### src/hw/rtl/lls_pkg.sv
// Shared types, constants and the brightness step map for the light level stabilizer.
`timescale 1ns / 1ps

package lls_pkg;

   localparam int SAMPLE_BITS = 12;
   localparam int LEVEL_BITS  = 7;
   localparam int COUNT_BITS  = 8;
   // widest intermediate of 7*filtered + sample
   localparam int ACC_BITS    = SAMPLE_BITS + 3;

   localparam logic [COUNT_BITS-1:0] STABLE_COUNT_RESET = COUNT_BITS'(3);

   typedef enum logic {
      ACTION_INIT   = 1'b0,
      ACTION_UPDATE = 1'b1
   } action_type;

   localparam logic [SAMPLE_BITS-1:0] THRESH_0 = SAMPLE_BITS'(200);
   localparam logic [SAMPLE_BITS-1:0] THRESH_1 = SAMPLE_BITS'(500);
   localparam logic [SAMPLE_BITS-1:0] THRESH_2 = SAMPLE_BITS'(1000);
   localparam logic [SAMPLE_BITS-1:0] THRESH_3 = SAMPLE_BITS'(1800);
   localparam logic [SAMPLE_BITS-1:0] THRESH_4 = SAMPLE_BITS'(2600);
   localparam logic [SAMPLE_BITS-1:0] THRESH_5 = SAMPLE_BITS'(3200);
   localparam logic [SAMPLE_BITS-1:0] THRESH_6 = SAMPLE_BITS'(3600);
   localparam logic [SAMPLE_BITS-1:0] THRESH_7 = SAMPLE_BITS'(3900);

   typedef struct packed {
      action_type             action;
      logic [SAMPLE_BITS-1:0] sample;
   } req_type;

   typedef struct packed {
      logic [SAMPLE_BITS-1:0] raw_level;
      logic [SAMPLE_BITS-1:0] filtered_level;
      logic [LEVEL_BITS-1:0]  step_percent;
      logic [LEVEL_BITS-1:0]  stable_percent;
   } rsp_type;

   typedef struct packed {
      logic                   started;
      logic [SAMPLE_BITS-1:0] last_raw;
      logic [SAMPLE_BITS-1:0] smoothed;
      logic [LEVEL_BITS-1:0]  candidate_level;
      logic [LEVEL_BITS-1:0]  settled_level;
      logic [COUNT_BITS-1:0]  agree_count;
   } state_type;

   function automatic logic [LEVEL_BITS-1:0] step_of(input logic [SAMPLE_BITS-1:0] v);
      logic [LEVEL_BITS-1:0] lvl;
      if (v <= THRESH_0)      lvl = LEVEL_BITS'(5);
      else if (v <= THRESH_1) lvl = LEVEL_BITS'(10);
      else if (v <= THRESH_2) lvl = LEVEL_BITS'(20);
      else if (v <= THRESH_3) lvl = LEVEL_BITS'(35);
      else if (v <= THRESH_4) lvl = LEVEL_BITS'(50);
      else if (v <= THRESH_5) lvl = LEVEL_BITS'(65);
      else if (v <= THRESH_6) lvl = LEVEL_BITS'(80);
      else if (v <= THRESH_7) lvl = LEVEL_BITS'(90);
      else                    lvl = LEVEL_BITS'(100);
      return lvl;
   endfunction

endpackage

### src/hw/rtl/light_level_stabilizer.sv
// Light level stabilizer: one sample per cycle while results are taken, filtered, mapped and debounced.
// Latency: the result of an item is valid in the cycle after its transfer.
// Throughput: one item per cycle while results are taken; the filter, step map and debounce are one
// combinational pass between the state registers and the result register.
// Reset clears all state, empties the result register and loads stable_count with 3.
`timescale 1ns / 1ps

module light_level_stabilizer (
   input  logic                           clock,
   input  logic                           reset,
   input  logic                           req_valid,
   output logic                           req_ready,
   input  lls_pkg::req_type               req,
   output logic                           rsp_valid,
   input  logic                           rsp_ready,
   output lls_pkg::rsp_type               rsp,
   input  logic                           csr_we,
   input  logic [lls_pkg::COUNT_BITS-1:0] csr_wdata
);

   logic [lls_pkg::COUNT_BITS-1:0] stable_count_ff;
   lls_pkg::state_type             state_ff;
   lls_pkg::state_type             state_in;
   logic                           rsp_valid_ff;
   lls_pkg::rsp_type               rsp_ff;
   logic                           accept;

   assign req_ready = !rsp_valid_ff || rsp_ready;
   assign accept    = req_valid && req_ready;

   lls_update u_update (
      .state_cur    (state_ff),
      .req_item     (req),
      .stable_count (stable_count_ff),
      .state_nxt    (state_in)
   );

   always_ff @(posedge clock) begin
      if (reset) begin
         stable_count_ff <= lls_pkg::STABLE_COUNT_RESET;
      end else if (csr_we) begin
         stable_count_ff <= csr_wdata;
      end
   end

   always_ff @(posedge clock) begin
      if (reset) begin
         state_ff     <= '0;
         rsp_valid_ff <= 1'b0;
      end else begin
         if (accept) begin
            state_ff     <= state_in;
            rsp_valid_ff <= 1'b1;
         end else if (rsp_ready) begin
            rsp_valid_ff <= 1'b0;
         end
      end
   end

   // payload of the result register, loaded on every transfer in
   always_ff @(posedge clock) begin
      if (accept) begin
         rsp_ff.raw_level      <= state_in.last_raw;
         rsp_ff.filtered_level <= state_in.smoothed;
         rsp_ff.step_percent   <= state_in.candidate_level;
         rsp_ff.stable_percent <= state_in.settled_level;
      end
   end

   assign rsp_valid = rsp_valid_ff;
   assign rsp       = rsp_ff;

`ifndef SYNTH
   a_update_before_init_ignored: assert property (@(posedge clock) disable iff (reset)
      (accept && req.action == lls_pkg::ACTION_UPDATE && !state_ff.started)
      |=> $stable(state_ff))
      else $error("update before initialize changed state");

   a_init_settles: assert property (@(posedge clock) disable iff (reset)
      (accept && req.action == lls_pkg::ACTION_INIT)
      |=> (state_ff.started && state_ff.settled_level == state_ff.candidate_level))
      else $error("initialize did not load a settled level");

   a_idle_zero: assert property (@(posedge clock) disable iff (reset)
      !state_ff.started |-> (state_ff.settled_level == '0 && state_ff.smoothed == '0))
      else $error("state moved before initialize");

   a_result_tracks_state: assert property (@(posedge clock) disable iff (reset)
      accept |=> (rsp_valid_ff && rsp_ff.filtered_level == state_ff.smoothed
                  && rsp_ff.stable_percent == state_ff.settled_level))
      else $error("result register out of step with state");
`endif

endmodule

### src/hw/rtl/lls_update.sv
// Next-state logic: low-pass filter, step map and persistence debounce for one sample.
`timescale 1ns / 1ps

module lls_update (
   input  lls_pkg::state_type                  state_cur,
   input  lls_pkg::req_type                    req_item,
   input  logic [lls_pkg::COUNT_BITS-1:0]      stable_count,
   output lls_pkg::state_type                  state_nxt
);

   logic [lls_pkg::ACC_BITS-1:0]    acc;
   logic [lls_pkg::SAMPLE_BITS-1:0] filt;
   logic [lls_pkg::LEVEL_BITS-1:0]  filt_lvl;
   logic [lls_pkg::LEVEL_BITS-1:0]  init_lvl;
   logic [lls_pkg::COUNT_BITS-1:0]  agree;

   // 7*filtered + sample, as 8*filtered - filtered + sample
   assign acc = ({state_cur.smoothed, 3'b000} - lls_pkg::ACC_BITS'(state_cur.smoothed))
              + lls_pkg::ACC_BITS'(req_item.sample);
   assign filt     = acc[lls_pkg::ACC_BITS-1:3];
   assign filt_lvl = lls_pkg::step_of(filt);
   assign init_lvl = lls_pkg::step_of(req_item.sample);

   always_comb begin
      state_nxt = state_cur;
      agree     = state_cur.agree_count;
      if (req_item.action == lls_pkg::ACTION_INIT) begin
         state_nxt.started         = 1'b1;
         state_nxt.last_raw        = req_item.sample;
         state_nxt.smoothed        = req_item.sample;
         state_nxt.candidate_level = init_lvl;
         state_nxt.settled_level   = init_lvl;
         state_nxt.agree_count     = stable_count;
      end else if (state_cur.started) begin
         state_nxt.last_raw = req_item.sample;
         state_nxt.smoothed = filt;
         if (filt_lvl == state_cur.candidate_level) begin
            // count up, saturating at the threshold
            if (state_cur.agree_count < stable_count) begin
               agree = state_cur.agree_count + lls_pkg::COUNT_BITS'(1);
            end
         end else begin
            state_nxt.candidate_level = filt_lvl;
            agree = lls_pkg::COUNT_BITS'(1);
         end
         state_nxt.agree_count = agree;
         if (agree >= stable_count) begin
            state_nxt.settled_level = state_nxt.candidate_level;
         end
      end
   end

endmodule

### config.mk
export PLATFORM = sky130hd
export DESIGN_NAME = light_level_stabilizer
export DESIGN_NICKNAME = d
export VERILOG_FILES = /design/src/hw/rtl/lls_pkg.sv /design/src/hw/rtl/light_level_stabilizer.sv /design/src/hw/rtl/lls_update.sv
export SDC_FILE = /design/constraint.sdc
export NUM_CORES = 1
export LEC_CHECK = 0
export ABC_CLOCK_PERIOD_IN_PS = 7800
export BUFFER_PORTS_ARGS = -buffer_cell sky130_fd_sc_hd__buf_2
export CAP_MARGIN = 10
export CORE_MARGIN = 5
export CORE_UTILIZATION = 50
export DETAILED_ROUTE_END_ITERATION = 8
export GPL_TIMING_DRIVEN = 0
export PLACE_DENSITY = 0.72
export SETUP_SLACK_MARGIN = 0.5
export SYNTH_ARGS = -nofsm -noshare
export SYNTH_HDL_FRONTEND = slang
export SYNTH_SLANG_ARGS = --single-unit
### constraint.sdc
create_clock -name clock -period 7.8 [get_ports clock]
set_clock_uncertainty 0.2 [all_clocks]
set_input_delay 1.17 -clock clock [delete_from_list [all_inputs] [get_ports clock]]
set_output_delay 1.17 -clock clock [all_outputs]
set_load 0.005 [all_outputs]
[Yosys cells after proc, flatten, opt, wreduce, memory -nomap -nowiden]
Index checks and enable logic that the tools add are counted.
Word-level totals
  input bits: 26
  bits in registers: 94
  output and inout port bits: 40
  word-level logic and storage cells: 68
Cells by class
  $add $sub $neg: 3
  magnitude comparators: 18
  bitwise operators: 1
  multiplexer cells: 26
  reduce and logical (&&, ||, !) cells: 6
  equality and inequality tests: 2
Operators with widths (count)
  $mux 7: 16
  $le 12x12->1 const B: 8
  $mux 46: 2
  $mux 8: 4
  $le 12x10->1 const B: 2
  $le 12x11->1 const B: 2
  $le 12x8->1 const B: 2
  $le 12x9->1 const B: 2
  $add 15x12->15: 1
  $sub 15x12->15: 1
  $mux 6: 2
  $add 8x1->8 const B: 1
  $ge 8x8->1: 1
  $lt 8x8->1: 1
  $eq 7x7->1: 1
  $reduce_and 2->1: 2
  $mux 1: 2
  $ne 2x1->1 const B: 1
  $reduce_bool 2->1: 1
  $logic_and 1x1->1: 1
  $logic_not 1->1: 1
  $logic_or 1x1->1: 1
  $not 1->1: 1

[Longest topological paths before layout]
  depth after elaboration: 19
  depth in mapped cells: 32
  depth with buffers taken out: 28

[Hierarchy]
From an unflattened synthesis, not the netlist that was laid out.
Unflattened totals
  cells, all modules: 784
  area total of the unflattened synthesis: 6977.9 um2
Modules (own cells, without submodules)
  light_level_stabilizer: seq. area each 2262.2 um2, area an instance 3562.2 um2, times used 1, cells each 284
  lls_update: seq. area each 0.0 um2, area an instance 3415.8 um2, times used 1, cells each 500

[Least setup slack after synthesis]
Ideal clock, no wire load.
  path type: input to register
  from: input req[5] in the netlist's numbering
  to: register rsp_ff, in the netlist rsp[0], data pin
  library setup time: 256 ps
  required time: 7344 ps
  stages: 31
  buffers on the path: 4
  slack: -249 ps
  arrival time: 7593 ps
  path through: clkbuf_1 -> inv_1 -> fa_1 -> inv_1 -> ha_1 -> buf_1 -> o2111ai_1 -> o22ai_1 -> a21o_1 -> a32oi_1 -> o31a_1 -> o21a_1 -> buf_2 -> a21o_1 -> a2111oi_2 -> nand4_4 -> buf_2 -> nor2_1 -> ha_1 -> nand2b_1 -> a21o_1 -> a21o_1 -> a21o_1 -> a21o_1 -> a21o_1 -> a211o_1 -> o211ai_1 -> inv_1 -> mux2_2 -> a21oi_1 -> inv_1
RTL lines
  from (decl): RTL line light_level_stabilizer.sv:13  | input lls_pkg::req_type req,
  to (decl): RTL line light_level_stabilizer.sv:25  | lls_pkg::rsp_type rsp_ff;

==> impl_metrics.json <==
{
  "status": "finished clean",
  "wl_per_cell_um": 18.2,
  "synth_seq_cells": 94,
  "fmax_mhz": 136,
  "wl_met3_um": 1170,
  "synthTopCellsByArea": "edfxtp_1 18%, dfxtp_1 17%, a21oi_1 6.4%",
  "fin_crit_ns": 7.33,
  "critical_path.top_delay_family": "compound AO/OA/AOI/OAI gates",
  "fill_cells": 1081,
  "viasPerCell": 5.94,
  "final_cells": 1034,
  "cellLeakagePower_nw": 3.36,
  "finalHoldViolCount": 0,
  "initial_core_util": 0.512,
  "ant_nets": 0,
  "synth_edf_count": 38,
  "clock-sinks": 94,
  "synth_nets": 819,
  "synth_xor_area_frac": 0.0295,
  "synth_top_cell_by_area": "edfxtp_1",
  "core_um2": 12700,
  "cts_tree": "done",
  "ys_warn_count": 0,
  "synthTopCellsByCount": "99 x nand2_1, 83 x a21oi_1, 57 x nor2_1",
  "critical_path_buf_inv_count": 8,
  "power.density_nw_per_um2": 262,
  "wl_met1_um": 8020,
  "drv_slew": 0,
  "synth_compound_area_frac": 0.230,
  "path_class": "input pin to flop",
  "antenna_found_initial": 0,
  "dp_worst_setup_slack_ns": -0.914,
  "switching_share": 0.396,
  "ir_worst_vdd_v": 0.000158,
  "root_buffer": "clkbuf_16",
  "fp.dieW_um": 124,
  "cts.path.max_buffers": 2,
  "cts_made_buffers": 9,
  "hold_buffers": 0,
  "placed_cells": 986,
  "gp_congestion": 0.906,
  "highest_layer": "met4",
  "cpPeakStageDelay_ns": 0.54,
  "synthAdderAreaFrac": 0.0856,
  "clkSlewWorstSetupHoldPaths_ns": 0.07,
  "fin_nets": 922,
  "hold_class": "flop to flop",
  "worstMarginPinSlew_ns": 0.854,
  "rsz0062_at_grt": "yes",
  "dpl.hpwl_um": 13500,
  "syn2layout_area_growth_pct": 24.0,
  "synth_simple_gate_area_share": 0.174,
  "synth_cell_types": 72,
  "die_area_um2": 15400,
  "startpoint_type": "input pin",
  "first_pass_iters": 5,
  "syn_area_per_cell_um2": 8.60,
  "slew_headroom": 0.431,
  "grt.overflow.total": 0,
  "required_ns": 7.71,
  "drc": 0,
  "p_comb_frac": 0.506,
  "io_buffers": 59,
  "worst_path_max_delay_cell": "fa_1",
  "synthCells": 754,
  "design_area_um2": 8040,
  "drt_iter0_markers": 545,
  "routed_wl_um": 18800,
  "muxShareOfSynthArea": 0.0741,
  "synth-main-ff-cell": "dfxtp_1",
  "synthArstFlopShare": 0,
  "synth_most_common_cell": "nand2_1",
  "drv_cap": 0,
  "placed_area_um2": 7200,
  "internal_power_mw": 1.27,
  "endpoint_kind": "flop",
  "clock_latency_ns": 0.36,
  "synth_top_family_by_area": "compound AO/OA/AOI/OAI gates",
  "dieHeight_um": 124,
  "grt_max_degree": 33,
  "htree_levels": 3,
  "p_clk_frac": 0.219,
  "synth-seq-area-share": 0.349,
  "fp-row-count": 41,
  "grt_pass1_vias": 6071,
  "crit_arrival_ns": 7.24,
  "syn_area_um2": 6490,
  "grt_pass1_wl_um": 30300,
  "antenna_cells": 0,
  "track_usage": 0.251,
  "period_share": 0.939,
  "critPathMaxFanout": 9,
  "drive_gt1_frac": 0.248,
  "setup_viol": 0,
  "wl_met2_um": 9160,
  "switching_power_mw": 0.833,
  "setup_slack_ns": 0.474,
  "p_seq_frac": 0.275,
  "num_vias": 6144,
  "cp_common_cell": "a21o_1",
  "io_pins": 66,
  "synth_top_area_frac": 0.176
}
==> power by group through the flow <==
stage	combinational [mW]	sequential, mW	clock [mW]
after floorplan	0.643	0.586	0
after global placement	0.819	0.586	0
after detailed placement	0.840	0.587	0
after CTS	0.994	0.577	0.464
after global routing	1.14	0.581	0.484
final	1.07	0.577	0.461
==> layout make-up <==
type / count / area, µm² / share of cell area
clock inverters: 7 / 80.1 / 0.00996
flip-flops and latches: 94 / 2260 / 0.281
clock buffers: 9 / 225 / 0.0280
inverters: 55 / 214 / 0.0266
well taps: 172 / 215 / 0.0268
plain buffers: 43 / 270 / 0.0336
repair buffers: 92 / 578 / 0.0719
multi-input cells: 562 / 4200 / 0.522
==> per-stage QoR <==
stage	util	TNS, ns	hold WS (ns)	power, mW
after global routing	0.635	0	0.290	2.21
after CTS	0.621	0	0.259	2.03
after floorplan	-	0	0.234	1.23
after global placement	0.566	-7.29	0.241	1.40
after detailed placement	0.568	-8.48	0.249	1.43
final	0.635	0	0.259	2.10
==> registers in the layout (all words and copies together) (netlist names) <==
register / flops
rsp: 38
stable_count_ff: 8
rsp_valid: 1
state_ff: 47
==> kinds of logic (layout without fill, tap and decap cells) <==
logic type               count (synthesis)  count (layout)
AND/OR/NAND/NOR                        239             239
AO/OA/AOI/OAI                          217             217
buffers and inverters                   98             206
flip-flops                              94              94
multiplexers                            46              46
adder cells (fa/ha/maj)                 39              39
XOR/XNOR                                21              21
==> final timing paths <==
kind | from | slack [ns] | to | cells after the start
max | req[5] | 0.47 | rsp[0] | 32
min | state_ff[39] | 0.26 | state_ff[39] | 2
max reg2reg | state_ff[25] | 1.00 | rsp[0] | 31
min reg2reg | state_ff[39] | 0.26 | state_ff[39] | 2
==> repair_timing <==
action,4_1_cts,5_1_grt
resized for setup,43,39
setup endpoints to repair,14,14
buffers inserted,27,5
pin swaps,23,18
hold endpoints to repair,0,0
==> layout by cell type, fill, tap and decap left out, types with 25 or more instances in the layout <==
master    count
dfxtp_1      56
buf_2        60
buf_4        33
edfxtp_1     38
mux2i_1      27
ha_1         25
nand2_1      99
inv_1        47
a21oi_1      79
nor2_1       52
==> worst register-to-register path, delay by kind of cell (launching register included) <==
kind                       cells  cell delay, ns
AOI/OAI and AO/OA             14            2.71
adders and majority gates      3            0.89
buffers and inverters          7            0.82
DFF                            1            0.36
muxes                          2            0.52
and+or+nand+nor                5            1.06
==> layer usage <==
metal,vias to the layer above,global-route usage
li1,2915,-
met1,2940,0.327
met2,246,0.409
met3,43,0.0486
met4,0,0.103
met5,-,0
No activity file was read; power rests on OpenSTA's default activity.
